$ cat src/rchd_pkg.sv
// shared types, constants and the hash step for the region change detector
package rchd_pkg;

    localparam int MAX_DIM_DEFAULT = 1024;

    localparam logic [31:0] FNV_BASIS = 32'd2166136261;
    localparam logic [31:0] FNV_PRIME = 32'd16777619;

    localparam int CFG_INDEX_W = 3;
    localparam int CFG_DATA_W  = 11;

    localparam logic [10:0] PIC_WIDTH_RESET  = 11'd640;
    localparam logic [10:0] PIC_HEIGHT_RESET = 11'd480;

    typedef enum logic [CFG_INDEX_W-1:0] {
        REG_PIC_WIDTH  = 3'd0,
        REG_PIC_HEIGHT = 3'd1,
        REG_ROI_LEFT   = 3'd2,
        REG_ROI_TOP    = 3'd3,
        REG_ROI_COLS   = 3'd4,
        REG_ROI_ROWS   = 3'd5
    } cfg_index_t;

    typedef enum logic {
        CMD_BYTE   = 1'b0,
        CMD_COMMIT = 1'b1
    } cmd_t;

    typedef enum logic [1:0] {
        STATUS_OK         = 2'd0,
        STATUS_BAD_REGION = 2'd1,
        STATUS_SHORT      = 2'd2
    } status_t;

    typedef struct packed {
        logic [10:0] pic_width;
        logic [10:0] pic_height;
        logic [9:0]  roi_left;
        logic [9:0]  roi_top;
        logic [10:0] roi_cols;
        logic [10:0] roi_rows;
    } cfg_t;

    // per-word control from the raster scanner to the hash unit
    typedef struct packed {
        logic    hash_en;
        logic    frame_done;
        status_t status;
    } scan_info_t;

    // one fnv-1a step, prime multiply as shift and add
    function automatic logic [31:0] fnv_step(input logic [31:0] acc, input logic [7:0] b);
        logic [31:0] x;
        begin
            x = acc ^ {24'd0, b};
            fnv_step = (x << 24) + (x << 8) + (x << 7) + (x << 4) + (x << 1) + x;
        end
    endfunction

endpackage

$ cat src/rchd_scan.sv
// raster position counters, region window test and frame status
module rchd_scan #(
    parameter int MAX_DIM = rchd_pkg::MAX_DIM_DEFAULT
) (
    input  logic                aclk,
    input  logic                aresetn,
    input  logic                step,
    input  logic                frame_end,
    input  rchd_pkg::cfg_t      cfg,
    output rchd_pkg::scan_info_t info
);

    localparam int BCW = $clog2(2 * MAX_DIM);
    localparam int RW  = $clog2(MAX_DIM + 1);
    localparam int CW  = (BCW + 2 > 14) ? BCW + 2 : 14;

    logic [BCW-1:0] col_reg, col_next;
    logic [RW-1:0]  row_reg, row_next;
    logic           filled_reg, filled_next;

    logic [CW-1:0] fw, fh, left, top, cols, rows;
    logic [CW-1:0] col_e, col_inc, row_e, row_inc, row_bytes;
    logic          dims_valid, fits, take, in_window, wrap, filled_after;

    always_comb begin
        fw   = CW'(cfg.pic_width);
        fh   = CW'(cfg.pic_height);
        left = CW'(cfg.roi_left);
        top  = CW'(cfg.roi_top);
        cols = CW'(cfg.roi_cols);
        rows = CW'(cfg.roi_rows);

        dims_valid = (fw != '0) && (fw <= CW'(MAX_DIM)) &&
                     (fh != '0) && (fh <= CW'(MAX_DIM));
        fits = dims_valid && (cols != '0) && (rows != '0) &&
               (left + cols <= fw) && (top + rows <= fh);

        col_e     = CW'(col_reg);
        row_e     = CW'(row_reg);
        col_inc   = col_e + CW'(1);
        row_inc   = row_e + CW'(1);
        row_bytes = fw << 1;

        take      = !filled_reg && dims_valid;
        in_window = take &&
                    (row_e >= top) && (row_e < top + rows) &&
                    (col_e >= (left << 1)) && (col_e < ((left + cols) << 1));
        wrap      = col_inc >= row_bytes;
        filled_after = filled_reg || (take && wrap && (row_inc >= fh));

        info.hash_en    = step && in_window;
        info.frame_done = step && frame_end;
        if (!fits) begin
            info.status = rchd_pkg::STATUS_BAD_REGION;
        end else if (!filled_after) begin
            info.status = rchd_pkg::STATUS_SHORT;
        end else begin
            info.status = rchd_pkg::STATUS_OK;
        end

        col_next    = col_reg;
        row_next    = row_reg;
        filled_next = filled_reg;
        if (step) begin
            if (frame_end) begin
                col_next    = '0;
                row_next    = '0;
                filled_next = 1'b0;
            end else if (take) begin
                filled_next = filled_after;
                if (wrap) begin
                    col_next = '0;
                    row_next = row_inc[RW-1:0];
                end else begin
                    col_next = col_inc[BCW-1:0];
                end
            end
        end
    end

    always_ff @(posedge aclk) begin
        if (!aresetn) begin
            col_reg    <= '0;
            row_reg    <= '0;
            filled_reg <= 1'b0;
        end else begin
            col_reg    <= col_next;
            row_reg    <= row_next;
            filled_reg <= filled_next;
        end
    end

endmodule

$ cat src/rchd_hash.sv
// fnv-1a accumulator with latest and committed hash
module rchd_hash (
    input  logic                 aclk,
    input  logic                 aresetn,
    input  rchd_pkg::scan_info_t info,
    input  logic                 commit,
    input  logic [7:0]           pixel_byte,
    output logic [31:0]          region_hash,
    output logic                 changed
);

    logic [31:0] acc_reg, acc_next;
    logic [31:0] latest_reg, latest_next;
    logic [31:0] last_reg, last_next;
    logic [31:0] acc_upd;
    logic        ok;

    always_comb begin
        acc_upd = info.hash_en ? rchd_pkg::fnv_step(acc_reg, pixel_byte) : acc_reg;
        ok      = info.status == rchd_pkg::STATUS_OK;

        region_hash = ok ? acc_upd : 32'd0;
        changed     = ok && (acc_upd != last_reg);

        acc_next    = acc_upd;
        latest_next = latest_reg;
        last_next   = last_reg;
        if (info.frame_done) begin
            acc_next = rchd_pkg::FNV_BASIS;
            if (ok) begin
                latest_next = acc_upd;
            end
        end
        if (commit) begin
            last_next = latest_reg;
        end
    end

    always_ff @(posedge aclk) begin
        if (!aresetn) begin
            acc_reg    <= rchd_pkg::FNV_BASIS;
            latest_reg <= '0;
            last_reg   <= '0;
        end else begin
            acc_reg    <= acc_next;
            latest_reg <= latest_next;
            last_reg   <= last_next;
        end
    end

endmodule

$ cat src/roi_crop_hash_change_detector.sv
// top level: region of interest fnv-1a change detector over a byte stream
//
//  channel   dir   handshake          payload
//  s_        in    s_valid/s_ready    s_cmd, s_pixel_byte, s_frame_end
//  m_        out   m_valid/m_ready    m_status, m_region_hash, m_changed
//  cfg_      in    cfg_valid/cfg_ready cfg_index, cfg_data
//
// one word per cycle sustained while results are read; a word is held in the
// input register, is processed against the scan and hash state, and a result
// lands in the output register. the word rate rests on the hash feedback loop
// (xor plus constant multiply) being combinational.
// synchronous active-low reset restores the config defaults and clears the
// counters; no clearing pass. a frame-end word waits in the input register
// only while an earlier result is still unread; other words never wait.
module roi_crop_hash_change_detector #(
    parameter int MAX_DIM = rchd_pkg::MAX_DIM_DEFAULT
) (
    input  logic                            aclk,
    input  logic                            aresetn,
    // input words
    input  logic                            s_valid,
    output logic                            s_ready,
    input  logic                            s_cmd,
    input  logic [7:0]                      s_pixel_byte,
    input  logic                            s_frame_end,
    // results
    output logic                            m_valid,
    input  logic                            m_ready,
    output logic [1:0]                      m_status,
    output logic [31:0]                     m_region_hash,
    output logic                            m_changed,
    // register writes
    input  logic                            cfg_valid,
    output logic                            cfg_ready,
    input  logic [rchd_pkg::CFG_INDEX_W-1:0] cfg_index,
    input  logic [rchd_pkg::CFG_DATA_W-1:0]  cfg_data
);

    // configuration registers
    rchd_pkg::cfg_t cfg_reg, cfg_next;

    // input register
    logic       in_valid_reg, in_valid_next;
    logic       in_cmd_reg;
    logic [7:0] in_byte_reg;
    logic       in_end_reg;

    // output register
    logic        m_valid_reg, m_valid_next;
    logic [1:0]  m_status_reg;
    logic [31:0] m_hash_reg;
    logic        m_changed_reg;

    logic fire, is_byte, needs_out, step, commit, s_take;

    rchd_pkg::scan_info_t info;
    logic [31:0]          hash_val;
    logic                 changed_val;

    assign cfg_ready = 1'b1;

    always_comb begin
        cfg_next = cfg_reg;
        if (cfg_valid) begin
            case (rchd_pkg::cfg_index_t'(cfg_index))
                rchd_pkg::REG_PIC_WIDTH:  cfg_next.pic_width  = cfg_data;
                rchd_pkg::REG_PIC_HEIGHT: cfg_next.pic_height = cfg_data;
                rchd_pkg::REG_ROI_LEFT:   cfg_next.roi_left   = cfg_data[9:0];
                rchd_pkg::REG_ROI_TOP:    cfg_next.roi_top    = cfg_data[9:0];
                rchd_pkg::REG_ROI_COLS:   cfg_next.roi_cols   = cfg_data;
                rchd_pkg::REG_ROI_ROWS:   cfg_next.roi_rows   = cfg_data;
                default:                  cfg_next = cfg_reg;
            endcase
        end
    end

    // a frame-end byte needs room in the output register, all else moves freely
    always_comb begin
        is_byte   = in_cmd_reg == rchd_pkg::CMD_BYTE;
        needs_out = is_byte && in_end_reg;
        fire      = in_valid_reg && (!needs_out || !m_valid_reg || m_ready);
        step      = fire && is_byte;
        commit    = fire && !is_byte;
        s_ready   = !in_valid_reg || fire;
        s_take    = s_valid && s_ready;

        in_valid_next = s_take ? 1'b1 : (fire ? 1'b0 : in_valid_reg);

        if (fire && needs_out) begin
            m_valid_next = 1'b1;
        end else if (m_ready) begin
            m_valid_next = 1'b0;
        end else begin
            m_valid_next = m_valid_reg;
        end
    end

    rchd_scan #(
        .MAX_DIM(MAX_DIM)
    ) u_scan (
        .aclk      (aclk),
        .aresetn   (aresetn),
        .step      (step),
        .frame_end (in_end_reg),
        .cfg       (cfg_reg),
        .info      (info)
    );

    rchd_hash u_hash (
        .aclk        (aclk),
        .aresetn     (aresetn),
        .info        (info),
        .commit      (commit),
        .pixel_byte  (in_byte_reg),
        .region_hash (hash_val),
        .changed     (changed_val)
    );

    // control state
    always_ff @(posedge aclk) begin
        if (!aresetn) begin
            cfg_reg.pic_width    <= rchd_pkg::PIC_WIDTH_RESET;
            cfg_reg.pic_height   <= rchd_pkg::PIC_HEIGHT_RESET;
            cfg_reg.roi_left     <= '0;
            cfg_reg.roi_top      <= '0;
            cfg_reg.roi_cols     <= '0;
            cfg_reg.roi_rows     <= '0;
            in_valid_reg         <= 1'b0;
            m_valid_reg          <= 1'b0;
        end else begin
            cfg_reg      <= cfg_next;
            in_valid_reg <= in_valid_next;
            m_valid_reg  <= m_valid_next;
        end
    end

    // payload registers
    always_ff @(posedge aclk) begin
        if (s_take) begin
            in_cmd_reg  <= s_cmd;
            in_byte_reg <= s_pixel_byte;
            in_end_reg  <= s_frame_end;
        end
        if (fire && needs_out) begin
            m_status_reg  <= info.status;
            m_hash_reg    <= hash_val;
            m_changed_reg <= changed_val;
        end
    end

    assign m_valid       = m_valid_reg;
    assign m_status      = m_status_reg;
    assign m_region_hash = m_hash_reg;
    assign m_changed     = m_changed_reg;

`ifndef NO_ASSERTIONS
    // a change is only flagged on a good frame
    a_changed_ok: assert property (@(posedge aclk) disable iff (!aresetn)
        m_valid |-> (!m_changed || m_status == rchd_pkg::STATUS_OK))
        else $error("changed flag set on a bad frame");

    // a bad frame reports a zero hash
    a_bad_zero: assert property (@(posedge aclk) disable iff (!aresetn)
        (m_valid && m_status != rchd_pkg::STATUS_OK) |-> (m_region_hash == 32'd0))
        else $error("nonzero hash on a bad frame");

    // input backs up only behind an unread result
    a_stall_cause: assert property (@(posedge aclk) disable iff (!aresetn)
        !s_ready |-> (in_valid_reg && m_valid && !m_ready))
        else $error("input stalled without an output stall");

    // a result never appears without a frame-end word going through
    a_result_src: assert property (@(posedge aclk) disable iff (!aresetn)
        $rose(m_valid) |-> $past(fire && needs_out))
        else $error("result without a frame-end word");
`endif

endmodule
$ cat config.mk
export PLATFORM = sky130hd
export DESIGN_NAME = roi_crop_hash_change_detector
export DESIGN_NICKNAME = d
export VERILOG_FILES = /design/src/rchd_pkg.sv /design/src/rchd_scan.sv /design/src/rchd_hash.sv /design/src/roi_crop_hash_change_detector.sv
export SDC_FILE = /design/constraint.sdc
export NUM_CORES = 1
export LEC_CHECK = 0
export BUFFER_PORTS_ARGS = -buffer_cell sky130_fd_sc_hd__buf_4
export CORE_MARGIN = 1
export CORE_UTILIZATION = 60
export CTS_CLUSTER_DIAMETER = 40
export DETAILED_ROUTE_END_ITERATION = 8
export PLACE_DENSITY = 0.79
export SYNTH_ARGS = -nofsm -noshare
export SYNTH_HDL_FRONTEND = slang
export SYNTH_SLANG_ARGS = --single-unit
$ cat constraint.sdc
create_clock -name aclk -period 7.25 [get_ports aclk]
set_input_delay 1.45 -clock aclk [delete_from_list [all_inputs] [get_ports aclk]]
set_output_delay 1.45 -clock aclk [all_outputs]
set_load 0.03 [all_outputs]
Yosys cells after proc, flatten, opt, wreduce, memory -nomap -nowiden
Index checks and enable logic that the tools add are counted.

Bits in registers: 230. Bits of input ports: 29. Logic and storage cells: 114.

$add $sub $neg: 9. Order comparisons: 10. Equality and inequality tests: 6. Mux-type cells: 15. Bitwise operators: 3. Reductions and logical operators: 51.

Operators by type and width (count): $add A32 B32 Y32 (5); $mux W11 (6); $reduce_bool A11 Y1 (4); $mux W32 (1); $ne A32 B32 Y1 (1); $xor A32 B8 Y32 (1); $le A14 B11 Y1 (2); $lt A11 B14 Y1 (2); $add A10 B11 Y12 (2); $add A11 B1 Y12 const B (2); $logic_and A1 B1 Y1 (23); $le A11 B11 Y1 const B (2); $reduce_and A2 Y1 (8); $ge A14 B11 Y1 (1); $ge A14 B12 Y1 (1); $ge A11 B10 Y1 (1); $ge A11 B11 Y1 (1); $reduce_bool A2 Y1 (4); $eq A3 B2 Y1 const B (2); $eq A3 B3 Y1 const B (2); $mux W1 (6); $logic_not A1 Y1 (4); $logic_or A1 B1 Y1 (4); $mux W2 (2); other kinds (6) (7).

Logic depth before layout (Yosys ltp)
Depth in word-level cells: 13. Mapped depth: 24. Gate-level depth less buffers: 22.

Hierarchy
From an unflattened synthesis, not the netlist that was laid out.

Cell total of the unflattened synthesis: 1896. Area total of the unflattened synthesis: 17121.4 µm².

By module, submodules not included: rchd_hash (times used 1, cells each 1043, area each 8907.3 µm²); rchd_scan (times used 1, cells each 562, area each 4334.2 µm²); roi_crop_hash_change_detector (times used 1, cells each 291, area each 3880.0 µm²).

Worst setup path before layout
No wires, ideal clock.

Kind: register to register. Start: register in_byte_reg[7]. End: register m_changed_reg (netlist: m_changed), data pin. Data arrival time: 5.055 ns. Required time: 6.978 ns. Setup slack: 1.923 ns. Stages on the path, launching flop included: 20. Buffers on the path: 1. Period minus slack after synthesis: 5.327 ns. Path through: edfxtp_1 -> xnor2_1 -> inv_1 -> fa_1 -> inv_1 -> fa_1 -> fa_1 -> inv_1 -> ha_1 -> or2_2 -> a21o_1 -> o41a_1 -> or2_2 -> clkbuf_1 -> xor2_1 -> xnor2_1 -> nand4_1 -> a221o_1 -> a2111oi_2 -> a31oi_1.

Cells in the longest elaborated chain, start to end: 9.

Ends and longest elaborated chain: from (decl) (line roi_crop_hash_change_detector.sv:45) `logic [7:0] in_byte_reg;`; from (signal assigned) (line roi_crop_hash_change_detector.sv:141) `in_byte_reg <= s_pixel_byte;`; $xor A32 B8 Y32 * (line rchd_pkg.sv:55) `x = acc ^ {24'd0, b};`; $add A32 B32 Y32 (4 in a row) (line rchd_pkg.sv:56) `fnv_step = (x << 24) + (x << 8) + (x << 7) + (x << 4) + (x << 1) + x;`; $add A32 B32 Y32 * (line rchd_pkg.sv:56); $mux W32 * (line rchd_hash.sv:19) `acc_upd = info.hash_en ? rchd_pkg::fnv_step(acc_reg, pixel_byte) : acc_reg;`; $ne A32 B32 Y1 * (line rchd_hash.sv:23) `changed = ok && (acc_upd != last_reg);`; $logic_and A1 B1 Y1 * (line rchd_hash.sv:23); via changed_val (line roi_crop_hash_change_detector.sv:58) `logic changed_val;`; to (signal assigned) (line roi_crop_hash_change_detector.sv:147) `m_changed_reg <= changed_val;`; to (decl) (line roi_crop_hash_change_detector.sv:52) `logic m_changed_reg;`.

The timed path passes the listed nets; every way through them passes the cells marked *. A chain may end at the register's enable or synchronous reset.

Worst setup path in the final report
Start: register u_hash.acc_reg[6]. End: register m_changed_reg (netlist: m_changed), data pin.

Cells in the longest elaborated chain, start to end: 9.

Ends and longest elaborated chain: from (decl) (line rchd_hash.sv:12) `logic [31:0] acc_reg, acc_next;`; from (signal assigned) (line rchd_hash.sv:41) `acc_reg <= rchd_pkg::FNV_BASIS;`; from (signal assigned) (line rchd_hash.sv:45) `acc_reg <= acc_next;`; $xor A32 B8 Y32 (line rchd_pkg.sv:55); $add A32 B32 Y32 (5 in a row) (line rchd_pkg.sv:56); $mux W32 * (line rchd_hash.sv:19); $ne A32 B32 Y1 * (line rchd_hash.sv:23); $logic_and A1 B1 Y1 * (line rchd_hash.sv:23); via changed_val (line roi_crop_hash_change_detector.sv:58).

Marked as above.

==> results.json <==
{
  "syn_avg_cell_area_um2": 8.55,
  "grt.overflow.total": 0,
  "ir_drop_uv": 193,
  "p_per_area_nw_per_um2": 238,
  "initial_core_util_pct": 61.4,
  "clkTransAtPathRegs_ps": 60,
  "cts_max_path_buffers": 3,
  "ys.flop_type": "dfxtp_1",
  "grt_pass1_vias": 13800,
  "worstHoldStart": "u_hash.latest_reg[4]$_SDFFE_PN0P_",
  "dieArea_um2": 28300,
  "grt_pass1_wl_mm": 72.7,
  "nNetsFinal": 2241,
  "drv_slew": 0,
  "fin_cells": 2336,
  "area_delta_synth_final_pct": 9.49,
  "yosys.area.top_type_share_pct": 22.3,
  "core_area_um2": 27000,
  "drc": 0,
  "dp_cells": 2288,
  "p_leak_nw": 7.66,
  "syn_inst": 1942,
  "fin_crit_ps": 6190,
  "dp_hpwl_mm": 35.5,
  "maxSlewHeadroom_pct": 20.5,
  "async_reset_ff_share_pct": 0,
  "htree_levels": 1,
  "layout-drive-gt1-share_pct": 7.17,
  "cts.sinks": 230,
  "cts.repair.resized": 0,
  "worst_pin_slew_ps": 1190,
  "start_kind": "register",
  "yosysWarnings": 0,
  "diodes": 0,
  "drt-total-wl_mm": 45.4,
  "reg2reg_from": "u_hash.acc_reg[6]$_SDFF_PP1_",
  "cts_buffers": 26,
  "setup_viol": 0,
  "post-synth-top-count-cell": "nand2_1",
  "yosysTopAreaCell": "dfxtp_1",
  "path_class": "register to register",
  "via_per_inst": 5.94,
  "worstHoldPathType": "register to register",
  "rsz0062_at_grt": "no",
  "gp_congestion": 1.01,
  "wl_per_cell_um": 19.4,
  "fillerInstances": 2268,
  "cp_data_required_time_ps": 7500,
  "syn_nets": 2208,
  "grt_max_degree": 84,
  "antenna_found_initial": 0,
  "seq_area_frac_synth_pct": 30.5,
  "worst_setup_path_end_kind": "register",
  "r2r-end": "m_changed$_DFFE_PP_",
  "arrival_ps": 6440,
  "cts_tree": "yes",
  "rows": 60,
  "vias": 13900,
  "clock_latency_ps": 540,
  "cts_setup_buffers": 0,
  "status": "completed",
  "finalCritPeriodShare_pct": 85.4,
  "synth_common_cells": "nand2_1, inv_1, dfxtp_1, a21oi_1, ha_1",
  "hold_path_end": "u_hash.last_reg[4]$_SDFFE_PN0P_",
  "grt_usage_pct": 32.7,
  "drv_cap": 0,
  "hold_buffers": 0,
  "root_buffer": "clkbuf_16",
  "fmax_mhz": 162,
  "synth_edf_count": 45,
  "largest_reg_flops": 64,
  "ios": 67,
  "clock_skew_ps": 21.5,
  "r2r_cells": 18,
  "drtAntennaViolNets": 0,
  "worstPathMaxFanout": 8,
  "drtIter0Drc": 1033,
  "hold_depth": 2,
  "dr.pass1.iters": 6,
  "hold_violations": 0,
  "ys_top_cells_by_area": "dfxtp_1, ha_1, fa_1",
  "synth-seq-cells": 230,
  "fin_tns_setup_ps": 0,
  "die_w_um": 168,
  "die_h_um": 168,
  "ys_types": 81,
  "io_buffers": 65,
  "synthesis.area_um2": 16600,
  "rrSetupSlack_ps": 1060
}
## metal layers
| layer | GRT usage, % | wire [µm] | vias to the layer above |
|---|---|---|---|
| met5 | 0 | 0 | - |
| met4 | 18.1 | 2610 | 0 |
| met3 | 3.74 | 2330 | 113 |
| met2 | 56.8 | 21900 | 419 |
| met1 | 39.4 | 18500 | 6613 |
| li1 | - | - | 6724 |
## kinds of logic after synthesis
kind of cell	count (synthesis)	synth area share (%)
buf+inv	297	6.78
fa+ha+maj	237	21.1
simple gates	586	16.3
xor+xnor	135	7.29
mux	12	0.724
compound gates	444	17.4
flops	230	30.5
other cells	1	0.0226
## through the flow
step	instance area (µm²)	hold slack [ps]	utilization, %	power (mW)	worst slack (ps)
final	18200	449	67.2	4.32	1060
after global routing	18200	465	67.2	4.55	608
after CTS	18200	451	67.2	4.30	1090
after detailed placement	17300	442	64.1	3.03	1110
after global placement	17300	436	64.1	3.00	1230
after floorplan	16600	428	-	2.59	1920
## critical path, stage by stage (launching register included)
cell	delay, ps
dfxtp_1	400
xor2_1	590
inv_1	250
xnor2_1	330
xnor2_1	190
fa_1	470
fa_1	540
inv_1	40
ha_1	370
and2_1	220
nor2_1	50
a221o_1	360
nor4b_1	680
o2111ai_1	190
a221oi_1	250
nand4_1	120
a221o_1	390
a2111oi_2	340
a31oi_1	130
## area by class of cell
| class | count | area [µm²] | area share (%) |
|---|---|---|---|
| Clock buffer | 31 | 701 | 3.86 |
| Tap cell | 341 | 427 | 2.35 |
| Multi-Input combinational cell | 1415 | 10400 | 57.4 |
| Sequential cell | 230 | 5050 | 27.8 |
| Timing Repair Buffer | 74 | 556 | 3.06 |
| Clock inverter | 17 | 144 | 0.792 |
| Inverter | 228 | 858 | 4.72 |
## layout by cell type (no fill, tap or decap), types with 6 or more instances in the layout
cell / Yosys / layout
a21boi_0: 8 / 8
nor4_1: 9 / 9
o21bai_1: 6 / 6
nand2_1: 244 / 244
fa_1: 71 / 71
o21a_1: 9 / 9
a221oi_1: 7 / 7
a21oi_1: 166 / 166
edfxtp_1: 45 / 45
nor3b_1: 15 / 15
and2_1: 12 / 12
a31oi_1: 20 / 20
xor2_1: 41 / 41
o31ai_1: 7 / 7
nor2_1: 163 / 163
nand4_1: 16 / 16
o21ai_0: 57 / 57
a211oi_1: 40 / 40
o211ai_1: 16 / 16
inv_1: 227 / 226
o41ai_1: 6 / 6
dfxtp_1: 185 / 185
clkbuf_16: 0 / 27
buf_4: 1 / 74
nand3_1: 16 / 16
nor2b_1: 16 / 16
ha_1: 166 / 166
xnor2_1: 92 / 92
o2111ai_1: 6 / 6
mux2i_1: 12 / 12
nor3_1: 23 / 23
nand2b_1: 19 / 19
and3_1: 14 / 14
and4_1: 6 / 6
a21o_1: 38 / 38
a211o_1: 7 / 7
or2_2: 8 / 8
## power breakdown
group	switching (mW)	total (mW)	internal (mW)
combinational	1.04	1.69	0.650
sequential	0.0234	1.34	1.32
clock	0.545	1.28	0.737
total	1.61	4.32	2.71
## how the worst max path moves through the flow
stage / from / to
2_1_floorplan: in_byte_reg[7]$_DFFE_PP_ / m_changed$_DFFE_PP_
3_3_place_gp: u_hash.acc_reg[6]$_SDFF_PP1_ / m_changed$_DFFE_PP_
4_1_cts: in_byte_reg[5]$_DFFE_PP_ / m_changed$_DFFE_PP_
6_report: u_hash.acc_reg[6]$_SDFF_PP1_ / m_changed$_DFFE_PP_
3_5_place_dp: in_byte_reg[5]$_DFFE_PP_ / m_changed$_DFFE_PP_
5_1_grt: in_byte_reg[4]$_DFFE_PP_ / m_changed$_DFFE_PP_
No activity file was read; power rests on OpenSTA's default activity.
